`src/rtl/core/usbm_pkg.sv`:
```
// ----------------------------------------------------------------------------
// usbm_pkg: shared types and constants for the USB match table
// Record layout, cell control group, action and status codes.
// ----------------------------------------------------------------------------
package usbm_pkg;

   localparam int TABLE_ENTRIES = 16;
   localparam int IDX_W         = (TABLE_ENTRIES > 1) ? $clog2(TABLE_ENTRIES) : 1;
   localparam int CNT_W         = $clog2(TABLE_ENTRIES + 1);
   localparam int MATCH_INDEX_W = 4;
   localparam int FLAGS_W       = 11;

   // action codes
   localparam logic [1:0] ACT_ADD    = 2'd0;
   localparam logic [1:0] ACT_DELETE = 2'd1;
   localparam logic [1:0] ACT_LOOKUP = 2'd2;

   // status codes
   localparam logic [1:0] ST_DONE     = 2'd0;
   localparam logic [1:0] ST_NO_MATCH = 2'd1;
   localparam logic [1:0] ST_FULL     = 2'd2;

   // flag bit positions
   localparam int FLG_VENDOR  = 0;
   localparam int FLG_PRODUCT = 1;
   localparam int FLG_VER_LO  = 2;
   localparam int FLG_VER_HI  = 3;
   localparam int FLG_DCLASS  = 4;
   localparam int FLG_DSUB    = 5;
   localparam int FLG_DPROTO  = 6;
   localparam int FLG_ICLASS  = 7;
   localparam int FLG_ISUB    = 8;
   localparam int FLG_IPROTO  = 9;
   localparam int FLG_INUM    = 10;

   localparam logic [7:0] CLASS_VENDOR_SPEC = 8'hFF;

   typedef struct packed {
      logic [FLAGS_W-1:0] flags;
      logic [15:0]        vendor_id;
      logic [15:0]        product_id;
      logic [15:0]        version_low;
      logic [15:0]        version_high;
      logic [23:0]        device_class;
      logic [31:0]        interface_quad;
   } record_type;

   // device fields presented to every cell on a lookup or delete
   typedef struct packed {
      logic [15:0] vendor_id;
      logic [15:0] product_id;
      logic [15:0] version;
      logic [23:0] device_class;
      logic [31:0] interface_quad;
   } device_type;

   typedef struct packed {
      logic load;   // take the new record
      logic shift;  // take the right-hand neighbour's record
   } cell_ctrl_type;

   // lowest set position of a vector
   function automatic logic [IDX_W-1:0] first_set(input logic [TABLE_ENTRIES-1:0] vec);
      logic [IDX_W-1:0] pos;
      pos = '0;
      for (int k = TABLE_ENTRIES - 1; k >= 0; k--) begin
         if (vec[k]) begin
            pos = IDX_W'(k);
         end
      end
      return pos;
   endfunction

endpackage

```
`src/rtl/core/usb_device_id_match_table_top.sv`:
```
// ----------------------------------------------------------------------------
// usb_device_id_match_table_top: ordered USB device match table
// Add, delete-by-id and first-match lookup over a row of record cells.
// ----------------------------------------------------------------------------
// Usage:
//   A request is taken when start is high and busy is low. req_action picks
//   add, delete (by vendor and product) or lookup; the other req_ ports carry
//   the record or the device description.
//   Each request gives exactly one response: rsp_valid is high for one cycle
//   with rsp_status and rsp_match_index.
//   The request is registered on the accepting edge; all cells compare it in
//   parallel while it is pending, and the outcome goes into the registered
//   response. busy is high for one cycle per request, and a new request can
//   be taken in the cycle the previous response is shown; the request
//   register in front of the cell row sets the pace, the registered response
//   adds to latency only.
//   A delete closes the gap by the hit cell and each later cell taking its
//   right-hand neighbour's record on the same edge; the last keeps its own.
//   Reset empties the table (count to zero) and clears busy and rsp_valid;
//   record contents are not cleared. The receiver cannot stall: the response
//   must be taken in its strobe cycle.
// ----------------------------------------------------------------------------
module usb_device_id_match_table_top (
   input  logic        clock,
   input  logic        reset,
   input  logic        start,
   output logic        busy,
   input  logic [1:0]  req_action,
   input  logic [10:0] req_match_flags,
   input  logic [15:0] req_vendor_id,
   input  logic [15:0] req_product_id,
   input  logic [15:0] req_version_low,
   input  logic [15:0] req_version_high,
   input  logic [23:0] req_device_class_triple,
   input  logic [31:0] req_interface_quad,
   output logic        rsp_valid,
   output logic [1:0]  rsp_status,
   output logic [3:0]  rsp_match_index
);
   import usbm_pkg::*;

   logic                         pend_ff, pend_in;
   logic                         rsp_valid_ff, rsp_valid_in;
   logic [1:0]                   rsp_status_ff, rsp_status_in;
   logic [MATCH_INDEX_W-1:0]     rsp_index_ff, rsp_index_in;
   logic [CNT_W-1:0]             count_ff, count_in;
   logic [1:0]                   action_ff;
   record_type                   new_rec_ff;
   device_type                   device;
   logic                         accept;

   record_type                   recs     [TABLE_ENTRIES];
   cell_ctrl_type                ctrl     [TABLE_ENTRIES];
   logic [TABLE_ENTRIES-1:0]     match_raw, hit_raw, occupied;
   logic [TABLE_ENTRIES-1:0]     match_vec, hit_vec;
   logic [IDX_W-1:0]             match_pos, hit_pos, add_pos;
   logic                         table_full;
   logic                         do_add, do_delete;

   assign accept = start && !busy;
   assign busy   = pend_ff;

   // request register
   always_ff @(posedge clock) begin
      if (accept) begin
         action_ff                 <= req_action;
         new_rec_ff.flags          <= req_match_flags;
         new_rec_ff.vendor_id      <= req_vendor_id;
         new_rec_ff.product_id     <= req_product_id;
         new_rec_ff.version_low    <= req_version_low;
         new_rec_ff.version_high   <= req_version_high;
         new_rec_ff.device_class   <= req_device_class_triple;
         new_rec_ff.interface_quad <= req_interface_quad;
      end
   end

   assign device.vendor_id      = new_rec_ff.vendor_id;
   assign device.product_id     = new_rec_ff.product_id;
   assign device.version        = new_rec_ff.version_low;
   assign device.device_class   = new_rec_ff.device_class;
   assign device.interface_quad = new_rec_ff.interface_quad;

   // cell row
   for (genvar i = 0; i < TABLE_ENTRIES; i++) begin : g_cell
      record_type next_rec;
      if (i == TABLE_ENTRIES - 1) begin : g_last
         assign next_rec = recs[i];
      end else begin : g_mid
         assign next_rec = recs[i+1];
      end

      assign occupied[i] = CNT_W'(i) < count_ff;

      assign ctrl[i].load  = do_add && (add_pos == IDX_W'(i));
      assign ctrl[i].shift = do_delete && (hit_pos <= IDX_W'(i));

      usbm_cell u_cell (
         .clock    (clock),
         .ctrl     (ctrl[i]),
         .new_rec  (new_rec_ff),
         .next_rec (next_rec),
         .device   (device),
         .rec      (recs[i]),
         .match    (match_raw[i]),
         .id_hit   (hit_raw[i])
      );
   end

   assign match_vec  = match_raw & occupied;
   assign hit_vec    = hit_raw & occupied;
   assign match_pos  = first_set(match_vec);
   assign hit_pos    = first_set(hit_vec);
   assign table_full = count_ff >= CNT_W'(TABLE_ENTRIES);
   assign add_pos    = count_ff[IDX_W-1:0];
   assign do_add     = pend_ff && (action_ff == ACT_ADD) && !table_full;
   assign do_delete  = pend_ff && (action_ff == ACT_DELETE) && (|hit_vec);

   // execute and build the response
   always_comb begin
      pend_in       = pend_ff;
      rsp_valid_in  = 1'b0;
      rsp_status_in = rsp_status_ff;
      rsp_index_in  = rsp_index_ff;
      count_in      = count_ff;
      if (accept) begin
         pend_in = 1'b1;
      end else if (pend_ff) begin
         pend_in       = 1'b0;
         rsp_valid_in  = 1'b1;
         rsp_status_in = ST_NO_MATCH;
         rsp_index_in  = '0;
         unique case (action_ff)
            ACT_ADD: begin
               if (table_full) begin
                  rsp_status_in = ST_FULL;
               end else begin
                  rsp_status_in = ST_DONE;
                  rsp_index_in  = MATCH_INDEX_W'(add_pos);
                  count_in      = count_ff + CNT_W'(1);
               end
            end
            ACT_DELETE: begin
               rsp_status_in = ST_DONE;
               if (|hit_vec) begin
                  count_in = count_ff - CNT_W'(1);
               end
            end
            ACT_LOOKUP: begin
               if (|match_vec) begin
                  rsp_status_in = ST_DONE;
                  rsp_index_in  = MATCH_INDEX_W'(match_pos);
               end
            end
            default: begin
               rsp_status_in = ST_NO_MATCH;
            end
         endcase
      end
   end

   always_ff @(posedge clock) begin
      if (reset) begin
         pend_ff      <= 1'b0;
         rsp_valid_ff <= 1'b0;
         count_ff     <= '0;
      end else begin
         pend_ff      <= pend_in;
         rsp_valid_ff <= rsp_valid_in;
         count_ff     <= count_in;
      end
   end

   always_ff @(posedge clock) begin
      rsp_status_ff <= rsp_status_in;
      rsp_index_ff  <= rsp_index_in;
   end

   assign rsp_valid       = rsp_valid_ff;
   assign rsp_status      = rsp_status_ff;
   assign rsp_match_index = rsp_index_ff;

endmodule

```
`src/rtl/core/usbm_cell.sv`:
```
// ----------------------------------------------------------------------------
// usbm_cell: one table slot
// Holds a record, compares it against the device, loads or takes its
// neighbour's record when the table closes a gap.
// ----------------------------------------------------------------------------
module usbm_cell (
   input  logic                    clock,
   input  usbm_pkg::cell_ctrl_type ctrl,
   input  usbm_pkg::record_type    new_rec,
   input  usbm_pkg::record_type    next_rec,
   input  usbm_pkg::device_type    device,
   output usbm_pkg::record_type    rec,
   output logic                    match,
   output logic                    id_hit
);
   import usbm_pkg::*;

   record_type rec_ff;
   record_type rec_in;
   logic       vendor_spec_reject;

   // slot storage
   always_comb begin
      rec_in = rec_ff;
      if (ctrl.load) begin
         rec_in = new_rec;
      end else if (ctrl.shift) begin
         rec_in = next_rec;
      end
   end

   always_ff @(posedge clock) begin
      rec_ff <= rec_in;
   end

   assign rec = rec_ff;

   // delete key: vendor and product both equal
   assign id_hit = (rec_ff.vendor_id == device.vendor_id) &&
                   (rec_ff.product_id == device.product_id);

   // vendor-specific class refuses interface-only records
   assign vendor_spec_reject = (device.device_class[23:16] == CLASS_VENDOR_SPEC) &&
                               !rec_ff.flags[FLG_VENDOR] &&
                               (rec_ff.flags[FLG_ICLASS] || rec_ff.flags[FLG_ISUB] ||
                                rec_ff.flags[FLG_IPROTO] || rec_ff.flags[FLG_INUM]);

   // field compare, each gated by its flag
   always_comb begin
      match = !vendor_spec_reject;
      if (rec_ff.flags[FLG_VENDOR] && rec_ff.vendor_id != device.vendor_id) match = 1'b0;
      if (rec_ff.flags[FLG_PRODUCT] && rec_ff.product_id != device.product_id) match = 1'b0;
      if (rec_ff.flags[FLG_VER_LO] && rec_ff.version_low > device.version) match = 1'b0;
      if (rec_ff.flags[FLG_VER_HI] && rec_ff.version_high < device.version) match = 1'b0;
      if (rec_ff.flags[FLG_DCLASS] &&
          rec_ff.device_class[23:16] != device.device_class[23:16]) match = 1'b0;
      if (rec_ff.flags[FLG_DSUB] &&
          rec_ff.device_class[15:8] != device.device_class[15:8]) match = 1'b0;
      if (rec_ff.flags[FLG_DPROTO] &&
          rec_ff.device_class[7:0] != device.device_class[7:0]) match = 1'b0;
      if (rec_ff.flags[FLG_ICLASS] &&
          rec_ff.interface_quad[31:24] != device.interface_quad[31:24]) match = 1'b0;
      if (rec_ff.flags[FLG_ISUB] &&
          rec_ff.interface_quad[23:16] != device.interface_quad[23:16]) match = 1'b0;
      if (rec_ff.flags[FLG_IPROTO] &&
          rec_ff.interface_quad[15:8] != device.interface_quad[15:8]) match = 1'b0;
      if (rec_ff.flags[FLG_INUM] &&
          rec_ff.interface_quad[7:0] != device.interface_quad[7:0]) match = 1'b0;
   end

endmodule
```
`config.mk`:
```
export PLATFORM = sky130hd
export DESIGN_NAME = usb_device_id_match_table_top
export DESIGN_NICKNAME = d
export VERILOG_FILES = /design/src/rtl/core/usbm_pkg.sv /design/src/rtl/core/usb_device_id_match_table_top.sv /design/src/rtl/core/usbm_cell.sv
export SDC_FILE = /design/constraint.sdc
export NUM_CORES = 2
export LEC_CHECK = 0
export BUFFER_PORTS_ARGS = -buffer_cell sky130_fd_sc_hd__buf_4
export CORE_UTILIZATION = 40
export CTS_CLUSTER_DIAMETER = 80
export CTS_CLUSTER_SIZE = 20
export DETAILED_ROUTE_END_ITERATION = 8
export PLACE_DENSITY = 0.59
export SLEW_MARGIN = 20
export SYNTH_ARGS = -nofsm -noshare
export SYNTH_HDL_FRONTEND = slang
export SYNTH_SLANG_ARGS = --single-unit
export TNS_END_PERCENT = 50
```
`constraint.sdc`:
```
create_clock -name clock -period 38.3 [get_ports clock]
set_clock_uncertainty 0.15 [all_clocks]
set_input_delay 3.83 -clock clock [delete_from_list [all_inputs] [get_ports clock]]
set_output_delay 3.83 -clock clock [all_outputs]
set_load 0.1 [all_outputs]
```
==> impl_metrics.tcl <==
set metrics [dict create \
    fin_crit_ns 6.118 \
    finalNonFillerCells 12480 \
    grt_max_degree 132 \
    final-hold-violation-count 0 \
    ys_top_cells_by_count "edfxtp_1, mux2_2, xnor2_1, ha_1, clkbuf_1" \
    num_rows 200 \
    cap_viol_max_count 0 \
    p_per_area_mw_per_mm2 36.02 \
    grt_pass1_wl_um 476100 \
    cp_max_fo 13 \
    vias 70300 \
    synth_area_per_cell_um2 13.99 \
    crit_buf_inv 1 \
    cp-end-kind "output pin" \
    peakVddDrop_mv 0.03512 \
    slowest_delay_ns 0.87 \
    ant_nets 0 \
    wl_per_cell_um 25.76 \
    cts_buffers 150 \
    dp_hpwl_um 220000 \
    synth_edf_count 2235 \
    totalWireLength_um 321400 \
    worstPathRequired_ns 34.32 \
    synth_top_area_cell "edfxtp_1" \
    startpoint_type "register" \
    num_io_pins 144 \
    drive_gt1_frac 0.2791 \
    critPathKind "register to output pin" \
    yosys.area.top_type_share 0.5584 \
    drt-vias-per-instance 5.634 \
    syn_area_mm2 0.1202 \
    synth_ff_type "edfxtp_1" \
    slew_violations 0 \
    rsz0062_at_grt "no" \
    hp-class "register to register" \
    post_cts_buffers 0 \
    ys_seq_area_frac 0.5596 \
    clk_latency_ns 0.88 \
    clock-sinks 2242 \
    start_util 0.4036 \
    tightest_slew_ns 1.223 \
    cts_tree "built" \
    setup_viol 0 \
    ys_warn_count 0 \
    grt_pass1_vias 71710 \
    status "finished clean" \
    portBuffers 143 \
    drc 0 \
    fmax_ghz 0.1635 \
    routabilityCongestion 0.9838 \
    clk_path_buf_depth 4 \
    tns_ns 0 \
    fin_crit_sh 0.1597 \
    area_growth_pct 7.988 \
    yosysMostFrequentCell "edfxtp_1" \
    drtIter0Drc 6229 \
    crit_path_cell_trace "buf_4" \
    critPathSlowestCell "dfxtp_1" \
    syn_inst 8592 \
    yosys.cell_types.count 84 \
    num-fill-cells 26810 \
    die_w_um 550.2 \
    globalRoute.totalOverflow 0 \
    ys_async_sr_fraction 0 \
    grt_usage 0.2086 \
    die_y_um 550.2 \
    clk_pin_slew_ns 0.08 \
    core_area_mm2 0.2978 \
    antenna_found_initial 7 \
    worst_slack_ns 32.18 \
    leakage_uw 0.04368 \
    syn_nets 9229 \
    maxSlewHeadroom 0.1773 \
    ys_top_cells_by_area "edfxtp_1, mux2_2, xnor2_1" \
    ctsHoldBuffers 0 \
    post_cts_resized 0 \
    dp_cells 12240 \
    worst_path_dominant_cell_family "flip-flops" \
    htreeDepth 4 \
    die-area_mm2 0.3027 \
    crit_arrival_ns 2.14 \
    synth_seq_cells 2242 \
    drt-pass1-iter-count 9 \
    fin_nets 9094 \
    root_buffer "clkbuf_16" \
    fin_util 0.4358 \
    pre_cts_ws_ns 32.13 \
]
where the power goes:
part,total (uW),switching (uW),internal [uW]
sequential,2690,14.9,2670
clock,1710,887,827
combinational,273,173,99.8
sequential cells by signal (all words and copies together) (netlist names):
signal and count:
g_cell.u_cell.rec 2096, device 104, new_rec_ff 27, count_ff 5, rsp_match_index 4, action_ff 2, rsp_status 2, busy 1
rsp_valid 1
worst paths after layout:
path | from | endpoint | slack (ns) | cells after the start
setup reg to reg | device[99] | g_cell[4].u_cell.rec[38] | 32.58 | 12
hold reg to reg | device[65] | g_cell[15].u_cell.rec[81] | 0.32 | 0
hold / removal | device[65] | g_cell[15].u_cell.rec[81] | 0.32 | 0
setup / recovery | busy | busy | 32.18 | 1
layer usage:
layer | track usage | routed length (um) | up-vias
li1 | - | - | 32140
met4 | 0.06681 | 10530 | 4
met3 | 0.02959 | 17590 | 403
met1 | 0.2876 | 144800 | 35950
met5 | 0 | 275 | -
met2 | 0.3381 | 148200 | 1802
placed cells by master, fill, tap and decap left out, types with 16 or more instances in the layout:
cell	synthesis	routed
nor4_1	153	151
nand3_1	41	38
edfxtp_1	2235	2235
clkbuf_16	0	153
nand4_1	392	392
nand2_4	0	19
nor2_1	69	68
a21oi_1	155	155
nand2_1	312	293
nand2b_1	26	26
buf_4	9	356
ha_1	501	501
nor3_1	28	26
o21ai_0	419	409
a2111oi_0	17	16
xor2_1	448	448
nor2b_1	38	37
inv_1	57	42
xnor2_1	953	953
mux2_2	1739	1739
a21o_1	77	77
o211ai_1	30	30
through the flow:
step | cell area, um2 | hold slack (ns) | total power [uW]
finish | 129800 | 0.3248 | 4675
global route | 129800 | 0.3359 | 4821
CTS | 129700 | 0.3252 | 4731
detailed placement | 125000 | 0.3063 | 3018
global placement | 125000 | 0.3053 | 3012
floorplan | 120200 | 0.2706 | 2934
layout make-up:
class | instances | area (um2) | share of cell area
diodes | 5 | 12.51 | 0.00009640
clock buffers | 167 | 3881 | 0.02990
clock inverters | 62 | 837.1 | 0.006449
inverters | 57 | 214.0 | 0.001648
multi-input cells | 5648 | 49940 | 0.3848
flip-flops and latches | 2242 | 67250 | 0.5182
well taps | 3939 | 4928 | 0.03797
repair buffers | 358 | 2720 | 0.02096
cell families after synthesis:
kind of cell,count (synthesis),share of synthesized area
XOR/XNOR,1409,0.1033
AND/OR/NAND/NOR,1142,0.05172
buffers and inverters,702,0.02746
AO/OA/AOI/OAI,854,0.04262
flip-flops,2242,0.5596
multiplexers,1742,0.1632
adder cells (fa/ha/maj),501,0.05216
(Power assumes the default switching activity.)
